## config.mk

```make
export PLATFORM = sky130hd
export DESIGN_NAME = least_loaded_target_selector
export DESIGN_NICKNAME = d
export VERILOG_FILES = /design/src/rtl/llts_pkg.sv /design/src/rtl/llts_ram.sv /design/src/rtl/least_loaded_target_selector.sv
export VERILOG_INCLUDE_DIRS = /design/src /design/src/rtl
export SDC_FILE = /design/constraint.sdc
export NUM_CORES = 2
export LEC_CHECK = 0
export BUFFER_PORTS_ARGS = -buffer_cell sky130_fd_sc_hd__buf_4
export CORE_MARGIN = 1
export CORE_UTILIZATION = 58
export DETAILED_ROUTE_END_ITERATION = 10
export GPL_TIMING_DRIVEN = 1
export PLACE_DENSITY_LB_ADDON = 0.2
export SYNTH_ARGS = -nofsm -noshare
export SYNTH_HDL_FRONTEND = slang
export SYNTH_SLANG_ARGS = --single-unit
export TNS_END_PERCENT = 5
```

## constraint.sdc

```tcl
create_clock -name i_clk -period 15.8 [get_ports i_clk]
set_input_delay 2.37 -clock i_clk [delete_from_list [all_inputs] [get_ports i_clk]]
set_output_delay 2.37 -clock i_clk [all_outputs]
set_load 0.005 [all_outputs]
```

## src/rtl/least_loaded_target_selector_defines.svh

```systemverilog
// Assertion macros for the least-loaded target selector.
// Included by the top level; define NO_ASSERTIONS to compile them out.
`ifndef LEAST_LOADED_TARGET_SELECTOR_DEFINES_SVH
`define LEAST_LOADED_TARGET_SELECTOR_DEFINES_SVH

`ifndef NO_ASSERTIONS
`define LLTS_ASSERT_IMP(label, clk, rst_n, ante, cons, msg) \
    label: assert property (@(posedge clk) disable iff (!rst_n) (ante) |-> (cons)) \
        else $error(msg);
`define LLTS_ASSERT_NXT(label, clk, rst_n, ante, cons, msg) \
    label: assert property (@(posedge clk) disable iff (!rst_n) (ante) |=> (cons)) \
        else $error(msg);
`else
`define LLTS_ASSERT_IMP(label, clk, rst_n, ante, cons, msg)
`define LLTS_ASSERT_NXT(label, clk, rst_n, ante, cons, msg)
`endif

`endif

```

## src/rtl/llts_pkg.sv

```systemverilog
// Shared types for the least-loaded target selector: action and status codes,
// controller states. No dependencies.
package llts_pkg;

    typedef enum logic [2:0] {
        ACT_SET_LIMIT   = 3'd0,
        ACT_ACQ_TARGET  = 3'd1,
        ACT_REL_TARGET  = 3'd2,
        ACT_ADD         = 3'd3,
        ACT_REMOVE      = 3'd4,
        ACT_ACQ_GROUP   = 3'd5
    } t_action;

    typedef enum logic [2:0] {
        ST_OK      = 3'd0,
        ST_FULL    = 3'd1,
        ST_DUP     = 3'd2,
        ST_ABSENT  = 3'd3,
        ST_BADLIM  = 3'd4,
        ST_UNDER   = 3'd5
    } t_status;

    typedef enum logic [2:0] {
        S_IDLE,
        S_ACCESS,
        S_MUL,
        S_CMP,
        S_GRANT
    } t_state;

endpackage

```

## src/rtl/llts_ram.sv

```systemverilog
// Generic single-port-write, single-port-read RAM with registered read data.
// No dependencies.
module llts_ram #(
    parameter int WIDTH = 8,
    parameter int DEPTH = 16
) (
    input  logic                     i_clk,
    input  logic                     i_we,
    input  logic [$clog2(DEPTH)-1:0] i_waddr,
    input  logic [WIDTH-1:0]         i_wdata,
    input  logic [$clog2(DEPTH)-1:0] i_raddr,
    output logic [WIDTH-1:0]         o_rdata
);

    logic [WIDTH-1:0] r_mem [DEPTH];
    logic [WIDTH-1:0] r_rdata;

    always_ff @(posedge i_clk) begin
        if (i_we) begin
            r_mem[i_waddr] <= i_wdata;
        end
        r_rdata <= r_mem[i_raddr];
    end

    assign o_rdata = r_rdata;

endmodule

```

## src/rtl/least_loaded_target_selector.sv

```systemverilog
// Least-loaded target selector: target table in one RAM, group sums in registers.
// Depends on llts_pkg, llts_ram and least_loaded_target_selector_defines.svh.
//
//   channel   handshake          payload
//   request   start / busy       i_action, i_target_id, i_limit
//   result    o_done (1 cycle)   o_status, o_granted_id, o_target_load, o_group_load
//
// A named-target action is served in S_ACCESS; its result strobe is registered from that state.
// A group acquire holds busy while it scans all NUM_TARGETS entries: for each, S_MUL takes
// one RAM entry and forms two cross products and S_CMP compares them; S_GRANT then grants.
// A new request is taken in the same cycle as the previous result strobe.
// Reset clears the per-entry valid bits and the sums at once; no clearing pass.
// The receiver cannot stall; each result is shown for exactly one cycle.
`include "least_loaded_target_selector_defines.svh"

module least_loaded_target_selector #(
    parameter int NUM_TARGETS = 16,
    parameter int LOAD_BITS   = 16
) (
    input  logic        i_clk,
    input  logic        i_rst_n,
    input  logic        start,
    output logic        busy,
    input  logic [2:0]  i_action,
    input  logic [3:0]  i_target_id,
    input  logic [15:0] i_limit,
    output logic        o_done,
    output logic [2:0]  o_status,
    output logic [3:0]  o_granted_id,
    output logic [15:0] o_target_load,
    output logic [19:0] o_group_load
);

    localparam int IW = $clog2(NUM_TARGETS);
    localparam int LB = LOAD_BITS;
    localparam int EW = 2 * LB + 1;
    localparam int SW = LB + IW + 1;
    localparam int PW = 2 * LB;

    function automatic logic [IW-1:0] f_wrap(input logic [3:0] v);
        logic [8:0] r;
        r = {5'b0, v};
        for (int k = 0; k < 8; k++) begin
            if (r >= 9'(NUM_TARGETS)) begin
                r = r - 9'(NUM_TARGETS);
            end
        end
        return IW'(r);
    endfunction

    llts_pkg::t_state  r_state, n_state;
    logic [IW-1:0]     r_idx, n_idx;
    logic [2:0]        r_action, n_action;
    logic [LB-1:0]     r_lim, n_lim;
    logic [NUM_TARGETS-1:0] r_valid, n_valid;
    logic              r_rd_ok;
    logic [SW-1:0]     r_load_sum, n_load_sum;
    logic [SW-1:0]     r_lim_sum, n_lim_sum;
    logic              r_found, n_found;
    logic [IW-1:0]     r_best_idx, n_best_idx;
    logic [LB-1:0]     r_best_load, n_best_load;
    logic [LB-1:0]     r_best_lim, n_best_lim;
    logic [PW-1:0]     r_p1, n_p1;
    logic [PW-1:0]     r_p2, n_p2;
    logic [IW-1:0]     r_c_idx, n_c_idx;
    logic [LB-1:0]     r_c_load, n_c_load;
    logic [LB-1:0]     r_c_lim, n_c_lim;
    logic              r_c_elig, n_c_elig;
    logic              r_done, n_done;
    llts_pkg::t_status r_status, n_status;
    logic [3:0]        r_granted_id, n_granted_id;
    logic [15:0]       r_target_load, n_target_load;
    logic [19:0]       r_group_load, n_group_load;

    logic              ram_we;
    logic [IW-1:0]     ram_waddr;
    logic [EW-1:0]     ram_wdata;
    logic [IW-1:0]     ram_raddr;
    logic [EW-1:0]     ram_rdata;

    logic [EW-1:0]     entry;
    logic              e_mem;
    logic [LB-1:0]     e_load;
    logic [LB-1:0]     e_lim;
    logic [47:0]       lim_wide;
    logic [LB-1:0]     lim_in;

    llts_ram #(
        .WIDTH (EW),
        .DEPTH (NUM_TARGETS)
    ) u_table (
        .i_clk   (i_clk),
        .i_we    (ram_we),
        .i_waddr (ram_waddr),
        .i_wdata (ram_wdata),
        .i_raddr (ram_raddr),
        .o_rdata (ram_rdata)
    );

    assign entry    = r_rd_ok ? ram_rdata : '0;
    assign e_mem    = entry[EW-1];
    assign e_load   = entry[EW-2:LB];
    assign e_lim    = entry[LB-1:0];
    assign lim_wide = {32'b0, i_limit};
    assign lim_in   = lim_wide[LB-1:0];

    always_comb begin
        llts_pkg::t_status st;
        logic              w_en;
        logic              w_mem;
        logic [LB-1:0]     w_load;
        logic [LB-1:0]     w_lim;

        n_state       = r_state;
        n_idx         = r_idx;
        n_action      = r_action;
        n_lim         = r_lim;
        n_valid       = r_valid;
        n_load_sum    = r_load_sum;
        n_lim_sum     = r_lim_sum;
        n_found       = r_found;
        n_best_idx    = r_best_idx;
        n_best_load   = r_best_load;
        n_best_lim    = r_best_lim;
        n_p1          = r_p1;
        n_p2          = r_p2;
        n_c_idx       = r_c_idx;
        n_c_load      = r_c_load;
        n_c_lim       = r_c_lim;
        n_c_elig      = r_c_elig;
        n_done        = 1'b0;
        n_status      = r_status;
        n_granted_id  = r_granted_id;
        n_target_load = r_target_load;
        n_group_load  = r_group_load;
        ram_we        = 1'b0;
        ram_waddr     = r_idx;
        ram_wdata     = entry;
        ram_raddr     = r_idx;
        st            = llts_pkg::ST_OK;
        w_en          = 1'b0;
        w_mem         = e_mem;
        w_load        = e_load;
        w_lim         = e_lim;

        unique case (r_state)
            llts_pkg::S_IDLE: begin
                if (start) begin
                    n_action    = i_action;
                    n_lim       = lim_in;
                    n_found     = 1'b0;
                    n_best_idx  = '0;
                    n_best_load = '0;
                    n_best_lim  = '0;
                    if (llts_pkg::t_action'(i_action) == llts_pkg::ACT_ACQ_GROUP) begin
                        n_idx     = '0;
                        ram_raddr = '0;
                        n_state   = llts_pkg::S_MUL;
                    end else begin
                        n_idx     = f_wrap(i_target_id);
                        ram_raddr = f_wrap(i_target_id);
                        n_state   = llts_pkg::S_ACCESS;
                    end
                end
            end
            llts_pkg::S_ACCESS: begin
                unique case (llts_pkg::t_action'(r_action))
                    llts_pkg::ACT_SET_LIMIT: begin
                        if (r_lim == '0) begin
                            st = llts_pkg::ST_BADLIM;
                        end else begin
                            if (e_mem) begin
                                n_lim_sum  = r_lim_sum - SW'(e_lim) + SW'(r_lim);
                                n_load_sum = r_load_sum - SW'(e_load);
                            end
                            w_lim  = r_lim;
                            w_load = '0;
                            w_en   = 1'b1;
                        end
                    end
                    llts_pkg::ACT_ACQ_TARGET: begin
                        if (e_load >= e_lim) begin
                            st = llts_pkg::ST_FULL;
                        end else begin
                            w_load = e_load + 1'b1;
                            w_en   = 1'b1;
                            if (e_mem) begin
                                n_load_sum = r_load_sum + 1'b1;
                            end
                        end
                    end
                    llts_pkg::ACT_REL_TARGET: begin
                        if (e_load == '0) begin
                            st = llts_pkg::ST_UNDER;
                        end else begin
                            w_load = e_load - 1'b1;
                            w_en   = 1'b1;
                            if (e_mem) begin
                                n_load_sum = r_load_sum - 1'b1;
                            end
                        end
                    end
                    llts_pkg::ACT_ADD: begin
                        if (e_mem) begin
                            st = llts_pkg::ST_DUP;
                        end else begin
                            w_mem      = 1'b1;
                            w_en       = 1'b1;
                            n_lim_sum  = r_lim_sum + SW'(e_lim);
                            n_load_sum = r_load_sum + SW'(e_load);
                        end
                    end
                    llts_pkg::ACT_REMOVE: begin
                        if (!e_mem) begin
                            st = llts_pkg::ST_ABSENT;
                        end else begin
                            w_mem      = 1'b0;
                            w_en       = 1'b1;
                            n_lim_sum  = r_lim_sum - SW'(e_lim);
                            n_load_sum = r_load_sum - SW'(e_load);
                        end
                    end
                    default: begin
                        st = llts_pkg::ST_OK;
                    end
                endcase
                ram_we    = w_en;
                ram_waddr = r_idx;
                ram_wdata = {w_mem, w_load, w_lim};
                if (w_en) begin
                    n_valid[r_idx] = 1'b1;
                end
                n_done        = 1'b1;
                n_status      = st;
                n_granted_id  = 4'(r_idx);
                n_target_load = 16'(w_load);
                n_group_load  = 20'(n_load_sum);
                n_state       = llts_pkg::S_IDLE;
            end
            llts_pkg::S_MUL: begin
                n_p1     = PW'(e_load) * PW'(r_best_lim);
                n_p2     = PW'(r_best_load) * PW'(e_lim);
                n_c_idx  = r_idx;
                n_c_load = e_load;
                n_c_lim  = e_lim;
                n_c_elig = e_mem && (e_load < e_lim);
                n_state  = llts_pkg::S_CMP;
            end
            llts_pkg::S_CMP: begin
                if (r_c_elig && (!r_found || (r_p1 < r_p2))) begin
                    n_found     = 1'b1;
                    n_best_idx  = r_c_idx;
                    n_best_load = r_c_load;
                    n_best_lim  = r_c_lim;
                end
                if (r_idx == IW'(NUM_TARGETS - 1)) begin
                    n_state = llts_pkg::S_GRANT;
                end else begin
                    n_idx     = r_idx + 1'b1;
                    ram_raddr = r_idx + 1'b1;
                    n_state   = llts_pkg::S_MUL;
                end
            end
            llts_pkg::S_GRANT: begin
                n_done = 1'b1;
                if (r_found && (r_load_sum < r_lim_sum)) begin
                    ram_we                  = 1'b1;
                    ram_waddr               = r_best_idx;
                    ram_wdata               = {1'b1, r_best_load + 1'b1, r_best_lim};
                    n_valid[r_best_idx]     = 1'b1;
                    n_load_sum              = r_load_sum + 1'b1;
                    n_status                = llts_pkg::ST_OK;
                    n_granted_id            = 4'(r_best_idx);
                    n_target_load           = 16'(r_best_load + 1'b1);
                    n_group_load            = 20'(r_load_sum + 1'b1);
                end else begin
                    n_status      = llts_pkg::ST_FULL;
                    n_granted_id  = '0;
                    n_target_load = '0;
                    n_group_load  = 20'(r_load_sum);
                end
                n_state = llts_pkg::S_IDLE;
            end
            default: begin
                n_state = llts_pkg::S_IDLE;
            end
        endcase
    end

    always_ff @(posedge i_clk) begin
        if (!i_rst_n) begin
            r_state    <= llts_pkg::S_IDLE;
            r_valid    <= '0;
            r_load_sum <= '0;
            r_lim_sum  <= '0;
            r_done     <= 1'b0;
            r_found    <= 1'b0;
            r_rd_ok    <= 1'b0;
        end else begin
            r_state    <= n_state;
            r_valid    <= n_valid;
            r_load_sum <= n_load_sum;
            r_lim_sum  <= n_lim_sum;
            r_done     <= n_done;
            r_found    <= n_found;
            r_rd_ok    <= r_valid[ram_raddr];
        end
    end

    always_ff @(posedge i_clk) begin
        r_idx         <= n_idx;
        r_action      <= n_action;
        r_lim         <= n_lim;
        r_best_idx    <= n_best_idx;
        r_best_load   <= n_best_load;
        r_best_lim    <= n_best_lim;
        r_p1          <= n_p1;
        r_p2          <= n_p2;
        r_c_idx       <= n_c_idx;
        r_c_load      <= n_c_load;
        r_c_lim       <= n_c_lim;
        r_c_elig      <= n_c_elig;
        r_status      <= n_status;
        r_granted_id  <= n_granted_id;
        r_target_load <= n_target_load;
        r_group_load  <= n_group_load;
    end

    assign busy          = (r_state != llts_pkg::S_IDLE);
    assign o_done        = r_done;
    assign o_status      = r_status;
    assign o_granted_id  = r_granted_id;
    assign o_target_load = r_target_load;
    assign o_group_load  = r_group_load;

    `LLTS_ASSERT_NXT(a_accept_busy, i_clk, i_rst_n, start && !busy, busy, "no busy after accept")
    `LLTS_ASSERT_IMP(a_done_idle, i_clk, i_rst_n, o_done, !busy, "strobe while busy")
    `LLTS_ASSERT_IMP(a_sum_bound, i_clk, i_rst_n, 1'b1, r_load_sum <= r_lim_sum, "load sum high")

endmodule

```

==> metrics.yaml <==
start_kind: "flip-flop"
grt_overflow_total: 0
synth_area_per_cell_um2: 9.95
final_antenna_net_count: 0
cts.sinks: 828
cts_resized: 0
drc: 0
core.rowCount: 116
drtIter0Drc: 5922
dieHeight_um: 320
die_area_mm2: 0.102
initial_core_util_pct: 58.5
cp.required_ns: 16.21
vias: 46100
place_congestion: 1.01
crit_fanout: 103
slew_viol_final: 0
synth-edff-count: 727
grt_max_degree: 138
r2r_slack_ns: 7.43
fillCellCount: 7987
setup_viol: 0
fin_skew_ns: 0.0523
crit_slowest_cell: "dfxtp_4"
coreArea_mm2: 0.100
clock.fmax_ghz: 0.119
seq_area_frac_synth_pct: 40.7
nets: 6577
synth_flop_cell: "edfxtp_1"
cts_buffers: 89
syn-instance-count: 5894
rsz0062_at_grt: "no"
synth_area_mm2: 0.0586
max-cap-violations: 0
insertion_delay_ns: 0.71
wirelength_um: 179000
cp_common_cell: "fa_1"
first_pass_iters: 6
cts_hold_buf: 0
root_buffer: "clkbuf_16"
worst_pin_slew_ns: 1.37
synthArstFlopShare_pct: 0
antenna_found_initial: 9
layout-drive-gt1-share_pct: 7.27
finalHoldViolCount: 0
hp-class: "reg2reg"
period_needed_ns: 8.37
syn2layout_area_growth_pct: 8.33
yosysUniqueCellTypes: 106
grt_util_all_layers_pct: 35.1
yosys_warnings: 0
grt_pass1_wl_um: 272000
syn-num-nets: 6677
worstSetupEndpointType: "flip-flop"
status: "completed"
power.density_mw_per_mm2: 117
pre_cts_ws_ns: 7.60
cts_tree: "yes"
postCtsSetupRepairBufs: 0
cpPeakStageDelay_ns: 0.87
die_w_um: 320
yosys_register_bits: 828
period_share_pct: 53.0
htree_levels: 3
routedWlPerCell_um: 25.0
crit_family: "adder cells"
portBuffers: 70
max_slew_margin_pct: 8.36
cp.arrival_ns: 8.79
dp_hpwl_um: 121000
leakagePower_nw: 26.9
clk_pin_slew_worst_paths_ns: 0.07
vdd_drop_max_mv: 0.115
path_buf_inv: 7
via_per_inst: 6.43
setup_slack_ns: 7.43
num_io_pins: 71
worstSetupPathType: "reg2reg"
grt_pass1_vias: 45200
cts_buffer_depth: 3
tns_ns: 0
==> registers in the layout, summed over array words and instances, names as in the netlist, 16 cells and up <==
| register | cells |
|---|---|
| r_p1 | 32 |
| r_lim_sum | 21 |
| r_best_load | 16 |
| u_table.r_mem | 528 |
| r_c_load | 16 |
| o_group_load | 20 |
| o_target_load | 16 |
| r_load_sum | 21 |
| r_p2 | 32 |
| r_valid | 16 |
| r_c_lim | 16 |
| u_table.o_rdata | 33 |
| r_lim | 16 |
| r_best_lim | 16 |
==> cell families (layout without fill, tap and decap cells) <==
group,Yosys count,count (layout),synth area share (%)
buf+inv,978,954,6.48
fa+ha+maj,757,757,21.2
mux,30,30,0.521
other cells,0,2,0
xor+xnor,135,135,2.03
flops,828,828,40.7
simple gates,2137,2137,17.1
compound gates,1029,1029,12.0
==> through the flow <==
stage	area [µm²]	instances	util (%)	total power (W)	hold slack, ns
final	63500	7170	63.4	0.00745	0.464
after global routing	63500	7168	63.4	0.00780	0.480
after CTS	63500	7168	63.4	0.00741	0.467
after detailed placement	60300	7001	60.2	0.00517	0.453
after global placement	60300	7001	60.2	0.00512	0.445
after floorplan	58600	5894	-	0.00437	0.440
==> cell usage in the layout (no fill, tap or decap), types with 57 or more instances in the layout <==
master | synthesis | layout
a21o_1 | 61 | 61
o21ai_0 | 167 | 158
a311oi_1 | 107 | 107
a21oi_1 | 255 | 255
ha_1 | 364 | 364
edfxtp_1 | 727 | 727
nor3_1 | 58 | 57
inv_1 | 594 | 593
xnor2_1 | 93 | 93
a31oi_1 | 63 | 62
nand2_1 | 1010 | 1008
fa_1 | 393 | 393
and2_1 | 75 | 73
and3_1 | 327 | 327
clkbuf_16 | 0 | 90
dfxtp_1 | 101 | 100
nand3_1 | 229 | 229
nor2_1 | 235 | 217
buf_4 | 6 | 188
==> layout make-up <==
| cell class | count | area [µm²] | share of cell area [%] |
|---|---|---|---|
| multi-input cells | 4088 | 31200 | 49.1 |
| flip-flops and latches | 828 | 23900 | 37.6 |
| clock buffers | 104 | 2340 | 3.69 |
| inverters | 598 | 2260 | 3.55 |
| well taps | 1298 | 1620 | 2.56 |
| repair buffers | 189 | 1430 | 2.25 |
| clock inverters | 63 | 818 | 1.29 |
| diodes | 2 | 5.00 | 0.00788 |
==> Yosys cell counts (21+ instances only) <==
library cell / n / area, µm²
a211oi_1: 33 / 248
nor2b_1: 27 / 169
o21bai_1: 25 / 188
a22oi_1: 21 / 158
and2_1: 75 / 469
o21a_1: 41 / 308
o211ai_1: 24 / 180
a21oi_1: 255 / 1280
and3_1: 327 / 2050
nor3_1: 58 / 290
xor2_1: 41 / 359
nand2b_1: 38 / 238
clkbuf_1: 270 / 1010
inv_1: 594 / 2230
nand4_1: 44 / 275
a31oi_1: 63 / 394
ha_1: 364 / 4550
mux2i_1: 26 / 260
o221ai_1: 27 / 236
o22ai_1: 29 / 181
fa_1: 393 / 7870
nand3_1: 229 / 1150
a221oi_1: 25 / 219
xnor2_1: 93 / 815
edfxtp_1: 727 / 21800
nand2_1: 1010 / 3790
buf_2: 85 / 425
a21o_1: 61 / 458
dfxtp_1: 101 / 2020
a311oi_1: 107 / 937
o21ai_0: 167 / 836
nor2_1: 235 / 882
==> worst paths after layout <==
path / start / cells after the start / endpoint
max: r_rd_ok$_SDFF_PN0_ / 25 / r_p2[31]$_DFFE_PN_
min: r_valid[12]$_SDFFE_PN0P_ / 1 / r_valid[12]$_SDFFE_PN0P_
min reg2reg: r_valid[12]$_SDFFE_PN0P_ / 1 / r_valid[12]$_SDFFE_PN0P_
max reg2reg: r_rd_ok$_SDFF_PN0_ / 25 / r_p2[31]$_DFFE_PN_
==> power by group <==
part | switching [W] | leakage (nW) | internal, W | total, W
sequential | 0.000201 | 7.60 | 0.00253 | 0.00273
clock | 0.000940 | 1.52 | 0.00131 | 0.00225
combinational | 0.00160 | 17.8 | 0.000869 | 0.00247
==> metal layers <==
layer,global-route usage (%),wire length (µm),up-vias
met4,16.3,8810,4
li1,-,-,20300
met5,0,34,-
met3,7.20,19200,527
met1,47.7,70400,22700
met2,54.1,80500,2599
Power figures use the tool's default switching activity.
